==> src/rtl/rpms_pkg.sv <==
// Shared types, constants and the microcode ROM of the roll plant model step.
package rpms_pkg;

    localparam int unsigned CFG_IDX_W = 2;
    localparam int unsigned COEFF_W   = 17;
    localparam int unsigned PC_W      = 3;

    // Configuration register indexes
    localparam logic [CFG_IDX_W-1:0] REG_LAG_COEFF   = 2'd0;
    localparam logic [CFG_IDX_W-1:0] REG_VEL_COEFF   = 2'd1;
    localparam logic [CFG_IDX_W-1:0] REG_ANGLE_COEFF = 2'd2;

    localparam logic [COEFF_W-1:0] LAG_COEFF_RST   = 17'd1311;
    localparam logic [COEFF_W-1:0] VEL_COEFF_RST   = 17'd1311;
    localparam logic [COEFF_W-1:0] ANGLE_COEFF_RST = 17'd66;

    localparam logic signed [31:0] DRIVE_LIM = 32'sd65536000;
    localparam logic signed [33:0] VEL_LIM   = 34'sd2147418112;
    localparam logic signed [33:0] ANGLE_LIM = 34'sd205914112;
    localparam logic signed [48:0] ROUND_BIAS = 49'sd32768;

    // Multiplier operand select
    typedef enum logic [1:0] {
        X_LAG_ERR,
        X_LAG,
        X_VEL
    } x_sel_t;

    // State register update select
    typedef enum logic [1:0] {
        UPD_NONE,
        UPD_LAG,
        UPD_VEL,
        UPD_ANG
    } upd_t;

    typedef struct packed {
        logic   mul_en;
        x_sel_t x_sel;
        upd_t   upd;
        logic   wait_out;
        logic   last;
    } ctrl_t;

    // One control word per step
    function automatic ctrl_t ucode(input logic [PC_W-1:0] pc);
        ctrl_t w;
        w = '{mul_en: 1'b0, x_sel: X_LAG_ERR, upd: UPD_NONE, wait_out: 1'b0, last: 1'b0};
        case (pc)
            3'd0: begin w.mul_en = 1'b1; w.x_sel = X_LAG_ERR; end
            3'd1: begin w.upd = UPD_LAG; end
            3'd2: begin w.mul_en = 1'b1; w.x_sel = X_LAG; end
            3'd3: begin w.upd = UPD_VEL; end
            3'd4: begin w.mul_en = 1'b1; w.x_sel = X_VEL; end
            3'd5: begin w.upd = UPD_ANG; w.wait_out = 1'b1; w.last = 1'b1; end
            default: begin w.last = 1'b1; end
        endcase
        return w;
    endfunction

endpackage

==> src/rtl/rpms_seq.sv <==
// Microcode sequencer: step counter, busy flag and control word fetch.
module rpms_seq
    import rpms_pkg::*;
(
    input  logic  clk,
    input  logic  rst_n,
    input  logic  start,
    input  logic  out_free,
    output logic  busy,
    output logic  step_en,
    output ctrl_t ctrl
);

    logic            busy_reg, busy_next;
    logic [PC_W-1:0] pc_reg, pc_next;

    always_comb
    begin
        ctrl    = ucode(pc_reg);
        // hold the final step until the output word slot is free
        step_en = busy_reg && !(ctrl.wait_out && !out_free);
        busy_next = busy_reg;
        pc_next   = pc_reg;
        if (start)
        begin
            busy_next = 1'b1;
            pc_next   = '0;
        end
        else if (step_en)
        begin
            if (ctrl.last)
            begin
                busy_next = 1'b0;
                pc_next   = '0;
            end
            else
            begin
                pc_next = pc_reg + 1'b1;
            end
        end
    end

    always_ff @(posedge clk or negedge rst_n)
    begin
        if (!rst_n)
        begin
            busy_reg <= 1'b0;
            pc_reg   <= '0;
        end
        else
        begin
            busy_reg <= busy_next;
            pc_reg   <= pc_next;
        end
    end

    assign busy = busy_reg;

endmodule

==> src/rtl/rpms_dpath.sv <==
// Datapath: drive clamp, shared coefficient multiplier and plant state registers.
module rpms_dpath
    import rpms_pkg::*;
(
    input  logic                clk,
    input  logic                rst_n,
    input  logic                load_d,
    input  logic signed [31:0]  drive_in,
    input  logic                step_en,
    input  ctrl_t               ctrl,
    input  logic [COEFF_W-1:0]  lag_coeff,
    input  logic [COEFF_W-1:0]  vel_coeff,
    input  logic [COEFF_W-1:0]  angle_coeff,
    output logic signed [27:0]  lag_state,
    output logic signed [31:0]  velocity_state,
    output logic signed [28:0]  angle_next
);

    logic signed [26:0] d_reg, d_next;
    logic signed [48:0] prod_reg, prod_next;
    logic signed [27:0] lag_reg, lag_next;
    logic signed [31:0] vel_reg, vel_next;
    logic signed [28:0] ang_reg, ang_next;

    logic signed [27:0]    lag_err;
    logic signed [31:0]    x_op;
    logic [COEFF_W-1:0]    c_sel;
    logic signed [16:0]    c_op;
    logic signed [48:0]    biased;
    logic signed [32:0]    rnd;
    logic signed [33:0]    lag_sum, vel_sum, ang_sum;

    always_comb
    begin
        if (drive_in > DRIVE_LIM)
            d_next = DRIVE_LIM[26:0];
        else if (drive_in < -DRIVE_LIM)
            d_next = 27'(-DRIVE_LIM);
        else
            d_next = drive_in[26:0];

        lag_err = 28'({d_reg[26], d_reg} - lag_reg);

        case (ctrl.x_sel)
            X_LAG_ERR: begin x_op = 32'(lag_err); c_sel = lag_coeff;   end
            X_LAG:     begin x_op = 32'(lag_reg); c_sel = vel_coeff;   end
            X_VEL:     begin x_op = vel_reg;      c_sel = angle_coeff; end
            default:   begin x_op = '0;           c_sel = '0;          end
        endcase
        c_op      = $signed({1'b0, c_sel[15:0]});
        prod_next = 49'(x_op) * 49'(c_op);

        // round to nearest, ties up: floor(p / 2^16 + 0.5)
        biased = prod_reg + ROUND_BIAS;
        rnd    = biased[48:16];

        lag_sum = 34'(lag_reg) + 34'(rnd);
        vel_sum = 34'(vel_reg) + 34'(rnd);
        ang_sum = 34'(ang_reg) + 34'(rnd);

        if (lag_coeff[16])
            lag_next = 28'(d_reg);
        else
            lag_next = lag_sum[27:0];

        if (vel_coeff[16])
            vel_next = '0;
        else if (vel_sum > VEL_LIM)
            vel_next = VEL_LIM[31:0];
        else if (vel_sum < -VEL_LIM)
            vel_next = 32'(-VEL_LIM);
        else
            vel_next = vel_sum[31:0];

        if (angle_coeff[16])
            ang_next = '0;
        else if (ang_sum > ANGLE_LIM)
            ang_next = ANGLE_LIM[28:0];
        else if (ang_sum < -ANGLE_LIM)
            ang_next = 29'(-ANGLE_LIM);
        else
            ang_next = ang_sum[28:0];
    end

    always_ff @(posedge clk)
    begin
        if (load_d)
            d_reg <= d_next;
        if (step_en && ctrl.mul_en)
            prod_reg <= prod_next;
    end

    always_ff @(posedge clk or negedge rst_n)
    begin
        if (!rst_n)
        begin
            lag_reg <= '0;
            vel_reg <= '0;
            ang_reg <= '0;
        end
        else if (step_en)
        begin
            case (ctrl.upd)
                UPD_LAG: lag_reg <= lag_next;
                UPD_VEL: vel_reg <= vel_next;
                UPD_ANG: ang_reg <= ang_next;
                default: ;
            endcase
        end
    end

    assign lag_state      = lag_reg;
    assign velocity_state = vel_reg;
    assign angle_next     = ang_next;

endmodule

==> src/rtl/roll_plant_model_step.sv <==
// A result word is loaded into the output registers by the final microcode step.
// No new drive word is taken until six microcode steps, which share one
// registered multiplier (multiply, then update, for lag, velocity and angle), are done.
// The final step holds while the previous result word is still stalled.
// Reset clears the plant state, loads coefficient reset values, empties the output.
module roll_plant_model_step
    import rpms_pkg::*;
(
    input  logic                 clk,
    input  logic                 rst_n,
    input  logic                 in_valid,
    output logic                 in_stall,
    input  logic signed [31:0]   drive_in,
    output logic                 out_valid,
    input  logic                 out_stall,
    output logic signed [28:0]   angle_out,
    output logic signed [31:0]   velocity_out,
    output logic signed [26:0]   accel_out,
    input  logic                 cfg_we,
    input  logic [CFG_IDX_W-1:0] cfg_index,
    input  logic [COEFF_W-1:0]   cfg_wdata
);

    logic [COEFF_W-1:0] lag_coeff_reg, vel_coeff_reg, angle_coeff_reg;
    logic               out_valid_reg, out_valid_next;
    logic signed [28:0] angle_out_reg;
    logic signed [31:0] velocity_out_reg;
    logic signed [26:0] accel_out_reg;

    logic               busy, step_en, in_accept, out_free, out_load;
    ctrl_t              ctrl;
    logic signed [27:0] lag_state;
    logic signed [31:0] velocity_state;
    logic signed [28:0] angle_next;

    assign in_stall  = busy;
    assign in_accept = in_valid && !busy;
    assign out_free  = !out_valid_reg || !out_stall;
    assign out_load  = step_en && (ctrl.upd == UPD_ANG);

    rpms_seq u_seq (
        .clk      (clk),
        .rst_n    (rst_n),
        .start    (in_accept),
        .out_free (out_free),
        .busy     (busy),
        .step_en  (step_en),
        .ctrl     (ctrl)
    );

    rpms_dpath u_dpath (
        .clk            (clk),
        .rst_n          (rst_n),
        .load_d         (in_accept),
        .drive_in       (drive_in),
        .step_en        (step_en),
        .ctrl           (ctrl),
        .lag_coeff      (lag_coeff_reg),
        .vel_coeff      (vel_coeff_reg),
        .angle_coeff    (angle_coeff_reg),
        .lag_state      (lag_state),
        .velocity_state (velocity_state),
        .angle_next     (angle_next)
    );

    always_ff @(posedge clk or negedge rst_n)
    begin
        if (!rst_n)
        begin
            lag_coeff_reg   <= LAG_COEFF_RST;
            vel_coeff_reg   <= VEL_COEFF_RST;
            angle_coeff_reg <= ANGLE_COEFF_RST;
        end
        else if (cfg_we)
        begin
            case (cfg_index)
                REG_LAG_COEFF:   lag_coeff_reg   <= cfg_wdata;
                REG_VEL_COEFF:   vel_coeff_reg   <= cfg_wdata;
                REG_ANGLE_COEFF: angle_coeff_reg <= cfg_wdata;
                default: ;
            endcase
        end
    end

    always_comb
    begin
        out_valid_next = out_valid_reg;
        if (out_load)
            out_valid_next = 1'b1;
        else if (!out_stall)
            out_valid_next = 1'b0;
    end

    always_ff @(posedge clk or negedge rst_n)
    begin
        if (!rst_n)
            out_valid_reg <= 1'b0;
        else
            out_valid_reg <= out_valid_next;
    end

    always_ff @(posedge clk)
    begin
        if (out_load)
        begin
            angle_out_reg    <= angle_next;
            velocity_out_reg <= velocity_state;
            accel_out_reg    <= lag_state[26:0];
        end
    end

    assign out_valid    = out_valid_reg;
    assign angle_out    = angle_out_reg;
    assign velocity_out = velocity_out_reg;
    assign accel_out    = accel_out_reg;

`ifndef SYNTHESIS
    a_accept_busy: assert property (@(posedge clk) disable iff (!rst_n)
        in_valid && !in_stall |=> in_stall)
        else $error("sequencer not busy after accepting a word");

    a_load_free: assert property (@(posedge clk) disable iff (!rst_n)
        out_load |-> (!out_valid || !out_stall))
        else $error("result word overwritten while stalled");

    a_angle_range: assert property (@(posedge clk) disable iff (!rst_n)
        out_valid |-> (34'(angle_out) <= ANGLE_LIM) && (34'(angle_out) >= -ANGLE_LIM))
        else $error("angle result out of range");
`endif

endmodule
==> config.mk <==
export PLATFORM = sky130hd
export DESIGN_NAME = roll_plant_model_step
export DESIGN_NICKNAME = d
export VERILOG_FILES = /design/src/rtl/rpms_pkg.sv /design/src/rtl/rpms_seq.sv /design/src/rtl/rpms_dpath.sv /design/src/rtl/roll_plant_model_step.sv
export SDC_FILE = /design/constraint.sdc
export NUM_CORES = 2
export LEC_CHECK = 0
export BUFFER_PORTS_ARGS = -buffer_cell sky130_fd_sc_hd__clkbuf_2
export CAP_MARGIN = 20
export CORE_MARGIN = 8
export CORE_UTILIZATION = 35
export CTS_CLUSTER_DIAMETER = 120
export DETAILED_ROUTE_END_ITERATION = 8
export PLACE_DENSITY = 0.55
export SYNTH_ARGS = -nofsm -noshare
export SYNTH_HDL_FRONTEND = slang
export SYNTH_SLANG_ARGS = --single-unit
==> constraint.sdc <==
create_clock -name clk -period 29 [get_ports clk]
set_clock_uncertainty 0.2 [all_clocks]
set_input_delay 5.8 -clock clk [delete_from_list [all_inputs] [get_ports clk]]
set_output_delay 5.8 -clock clk [all_outputs]
set_load 0.03 [all_outputs]
# Yosys cells after proc, flatten, opt, wreduce, memory -nomap -nowiden
# Cells that the tools add are included.
# totals
ff_bits,309
latchBits,0
mem_bits_rw,0
romBits,0
in_bits,56
output_inout_bits,90
elab_cells,87
memories,0
# classes
add_sub_neg,6
mul,1
div,0
n_lt_le_gt_ge,6
n_eq_ne,14
n_shift,0
n_mux,21
bitwise_logic,0
reduce_logical,24
# ops
op,n
two-way mux 32 bit,3
one-hot mux 32 bit (3 select lines),1
two-way mux 29 bit,3
adder 49 x 17 -> 49 bit (second input constant),1
multiplier 32 x 17 -> 49 bit,1
one-hot mux 16 bit (3 select lines),1
adder 29 x 33 -> 34 bit,1
adder 32 x 33 -> 34 bit,1
greater-than comparator 34 x 29 -> 1 bit (second input constant),1
greater-than comparator 34 x 32 -> 1 bit (second input constant),1
less-than comparator 34 x 29 -> 1 bit (second input constant),1
less-than comparator 34 x 32 -> 1 bit (second input constant),1
greater-than comparator 32 x 27 -> 1 bit (second input constant),1
less-than comparator 32 x 27 -> 1 bit (second input constant),1
adder 28 bit,1
two-way mux 28 bit,1
subtractor 28 bit,1
two-way mux 27 bit,1
AND reduction 2 bit,7
two-way mux 3 bit,3
one-hot mux 3 bit (3 select lines),1
== test 2 bit (second input constant),4
== test 2 x 1 -> 1 bit (second input constant),3
== test 3 x 2 -> 1 bit (second input constant),2
14 further kinds,30

# Depth between registers and ports, before layout
# logic_depth
ltp_word,8
ltp_mapped,38
ltp_nobuf,37

# Modules after synthesis
# From an unflattened synthesis, not the netlist that was laid out.
# hier_totals
cells_unflattened,4042
hier_area_um2,37237.0
# modules_own_cells
mod,instances,cells_each,area_per_inst_um2
rpms_dpath,1,3806,32264.7
roll_plant_model_step,1,201,4635.7
rpms_seq,1,35,336.6

# Worst setup path before layout
# Ideal clock, no wire load.
# synth_timing
path_kind,flip-flop to flip-flop
startpoint,"register u_dpath.lag_reg[1], in the netlist u_dpath.lag_state[1]"
endpoint,"register u_dpath.prod_reg[48], data pin"
setup_ns,0.260
t_arrival_ns,8.907
t_required_ns,28.540
setup_slack_ns,19.633
path_stages_with_launch,36
synth_period_minus_slack_ns,9.367
path_cell_list,dfrtp_1 inv_1 ha_1 nor2b_1 o21ai_1 a21boi_0 o21ai_1 a211oi_1 a31oi_1 o31ai_1 a21oi_1 xnor2_1 a221oi_1 nor2_1 fa_1 inv_1 fa_1 fa_1 inv_1 fa_1 fa_1 inv_1 fa_1 inv_1 ha_1 and3_1 a22o_1 a31oi_1 a41oi_1 or2_2 a2111oi_0 o31ai_1 a31oi_1 nor2b_1 nor2_1 xnor2_1
# synth_between
elab_chain_len,3
# synth_rtl
element,line_no,rtl
from (decl),rpms_dpath.sv:21,"logic signed [27:0] lag_reg, lag_next;"
from (signal assigned),rpms_dpath.sv:104,UPD_LAG: lag_reg <= lag_next;
subtractor 28 bit,rpms_dpath.sv:42,"lag_err = 28'({d_reg[26], d_reg} - lag_reg);"
one-hot mux 32 bit (3 select lines) (*),rpms_dpath.sv:44,case (ctrl.x_sel)
multiplier 32 x 17 -> 49 bit (*),rpms_dpath.sv:51,prod_next = 49'(x_op) * 49'(c_op);
net u_dpath.prod_next[48],rpms_dpath.sv:20,"logic signed [48:0] prod_reg, prod_next;"
to (signal assigned),rpms_dpath.sv:90,prod_reg <= prod_next;
to (decl),rpms_dpath.sv:20,
# Mark *: on every way through the listed nets, which the timed path passes. The rest lies on a longest branch.
# A chain may end at the register's enable or synchronous reset.

# Worst setup path in the final report
# layout_timing
startpoint,"register u_dpath.lag_reg[0], in the netlist u_dpath.lag_state[0]"
endpoint,"register u_dpath.prod_reg[48], data pin"
# Same word-level chain as after synthesis.

==> flow_summary.ini <==
[floorplanning]
floorplan.die.height_um = 341
rows = 119
die_width_um = 341
core-area_um2 = 105000
io-pin-count = 146
die_area_um2 = 116000
initial_core_util_pct = 35.2

[clock_tree]
cts_tree = built
htree_num_levels = 2
cts.sinks = 294
clockRootBuffer = clkbuf_16
setup_fix_bufs_post_cts = 0
clock_latency_ns = 0.60
numCtsBuffers = 38
hold_buffers = 0
post_cts_resize_count = 0
clk_pin_slew_ns = 0.06
clock_tree.buffer_depth = 3

[route]
route.vias.total = 29800
wirelength_um = 122000
drt-initial-drc-count = 2551
detail_route.first_pass.iterations = 8
antenna_violating_nets_post_route = 0
avgViaCountPerCell = 5.38
met2RoutedLength_um = 54600
wl_met3_um = 8280
wirelength_met1_um = 55000
post_drt_wl_per_cell_um = 22.1
remaining_drc_errors = 0
top_signal_layer_used = met5

[critical_path]
cp.arrival_ns = 11.12
type_of_the_worst_setup_path = flop to flop
max_stage_delay_ns = 0.81
critical_path.most_common_cell = fa_1
cp.required_ns = 29.13
critical_path.endpoint_type = flop
critPathSlowestCell = a221oi_2
timing.critical_path.from_type = flop
cp_max_fo = 10

[place]
detailed_place_hpwl_um = 97400
buffer_ports.inserted = 145
place.gp.congestion = 0.931

[timing]
final-hold-violation-count = 0
rsz0062_at_grt = false
timing.fmax_mhz = 91.0
slew_headroom_pct = 8.69
timing.final.max_slew_violations = 0
period_needed_ns = 10.99
fin_crit_sh_pct = 37.9
setup_viol = 0
worst_slew_pin_slew_ns = 1.37
finalSetupTns_ns = 0

[synth]
synth_fp_nets = 4803
per_instance_average_area_after_synthesis_um2 = 9.18
synth-edff-count = 149
postSynth.topFlopCell = edfxtp_1
ys_ff_latch = 294
post_synth_arst_share_pct = 49.3
yosysWarningCount = 0
syn-cell-area_um2 = 36900
netlist_instances = 4016
synthMostInstantiatedCell = inv_1
synth.top_cells.by_area = fa_1 (27%), edfxtp_1 (12%), dfrtp_1 (8.8%)
synth.largest_area_cell = fa_1
synth_sequential_area_ratio_pct = 22.0
ys_top_cells_by_count = inv_1 (639), fa_1 (491), nor2_1 (445)
yosysUniqueCellTypes = 92
synth_top_area_share_pct = 26.7

[grt]
grt_start_max_net_pins = 92
antenna_found_initial = 3
overall_overflow_remaining_after_global_route = 0
groute.usage.overall_pct = 20.6
number_of_global_route_vias_before_repair = 29500
global_route_wire_length_before_repair_um = 185000

[final_layout]
final_layout_size_suffix_gt1_share_pct = 9.95
largest_register_ff_count = 34
final_nets = 4897
area_growth_syn_to_layout_pct = 10.4

[outcome]
status = finished, final reports clean

[job]
max_cap_viol_count = 0

[min_path]
worst_hold_path_type = flop to flop
[worst max-delay path, delay by kind of cell, from the launching register on]
family	cells	cell delay (ns)
AOI/OAI and AO/OA	13	4.24
xor gates and xnor gates	1	0.07
adders and majority gates	9	3.96
buffers and inverters	5	0.48
DFF	1	0.44
and+or+nand+nor	7	1.30
[routing by layer]
metal	GRT usage (%)	vias up
met3	2.88	186
li1	-	13600
met2	32.4	1045
met1	29.3	15000
met5	0	-
met4	6.67	2
[final timing paths]
check                                startpoint              endpoint  slack, ns  depth (start not counted)
max in group asynchronous                 rst_n    angle_coeff_reg[2]      22.08                          2
max reg2reg                u_dpath.lag_state[0]  u_dpath.prod_reg[48]      18.01                         35
min in group asynchronous                 rst_n   u_dpath.ang_reg[28]       5.09                          1
max                        u_dpath.lag_state[0]  u_dpath.prod_reg[48]      18.01                         35
min reg2reg                    lag_coeff_reg[5]      lag_coeff_reg[5]       0.30                          1
min                            lag_coeff_reg[5]      lag_coeff_reg[5]       0.30                          1
[kinds of logic after synthesis]
logic type,share of synthesized area (%)
xor gates and xnor gates,3.47
muxes,2.01
buffers and inverters,8.10
DFF,22.0
adders and majority gates,34.8
and+or+nand+nor,15.2
AOI/OAI and AO/OA,14.4
[cell usage in the layout (no fill, tap or decap), drive strengths merged, types with 53 or more instances in the layout]
| master | synthesis | routed |
|---|---|---|
| nand3 | 65 | 65 |
| fa | 491 | 491 |
| and2 | 59 | 59 |
| ha | 240 | 240 |
| nor2 | 446 | 446 |
| buf | 25 | 57 |
| xnor2 | 102 | 102 |
| clkbuf | 124 | 195 |
| o21ai | 157 | 157 |
| a21oi | 180 | 180 |
| inv | 640 | 643 |
| dfrtp | 129 | 129 |
| edfxtp | 149 | 149 |
| mux2 | 53 | 53 |
| nand2 | 377 | 377 |
| a21o | 65 | 65 |
[metrics by stage]
step / utilization, % / std cells / setup WS [ns] / hold WS, ns / area, µm²
floorplan: - / 4016 / 19.63 / 0.255 / 36900
global placement: 37.5 / 5456 / 17.88 / 0.271 / 39300
detailed placement: 37.5 / 5458 / 17.64 / 0.283 / 39300
CTS: 38.8 / 5527 / 17.57 / 0.297 / 40700
global route: 38.8 / 5531 / 17.40 / 0.302 / 40700
finish: 38.8 / 5531 / 18.01 / 0.296 / 40700
[area by class of cell]
type,instances,area (µm²)
clock buffers,50,1080
multi-input cells,2933,25900
repair buffers,203,1180
well taps,1391,1740
diodes,1,2.50
flip-flops and latches,294,8120
inverters,640,2400
clock inverters,19,285
fillers,10600,64100
Power is left out: the tool's default activity adds up to more than one toggle a clock period on the data nets, which glitch-free logic cannot reach.
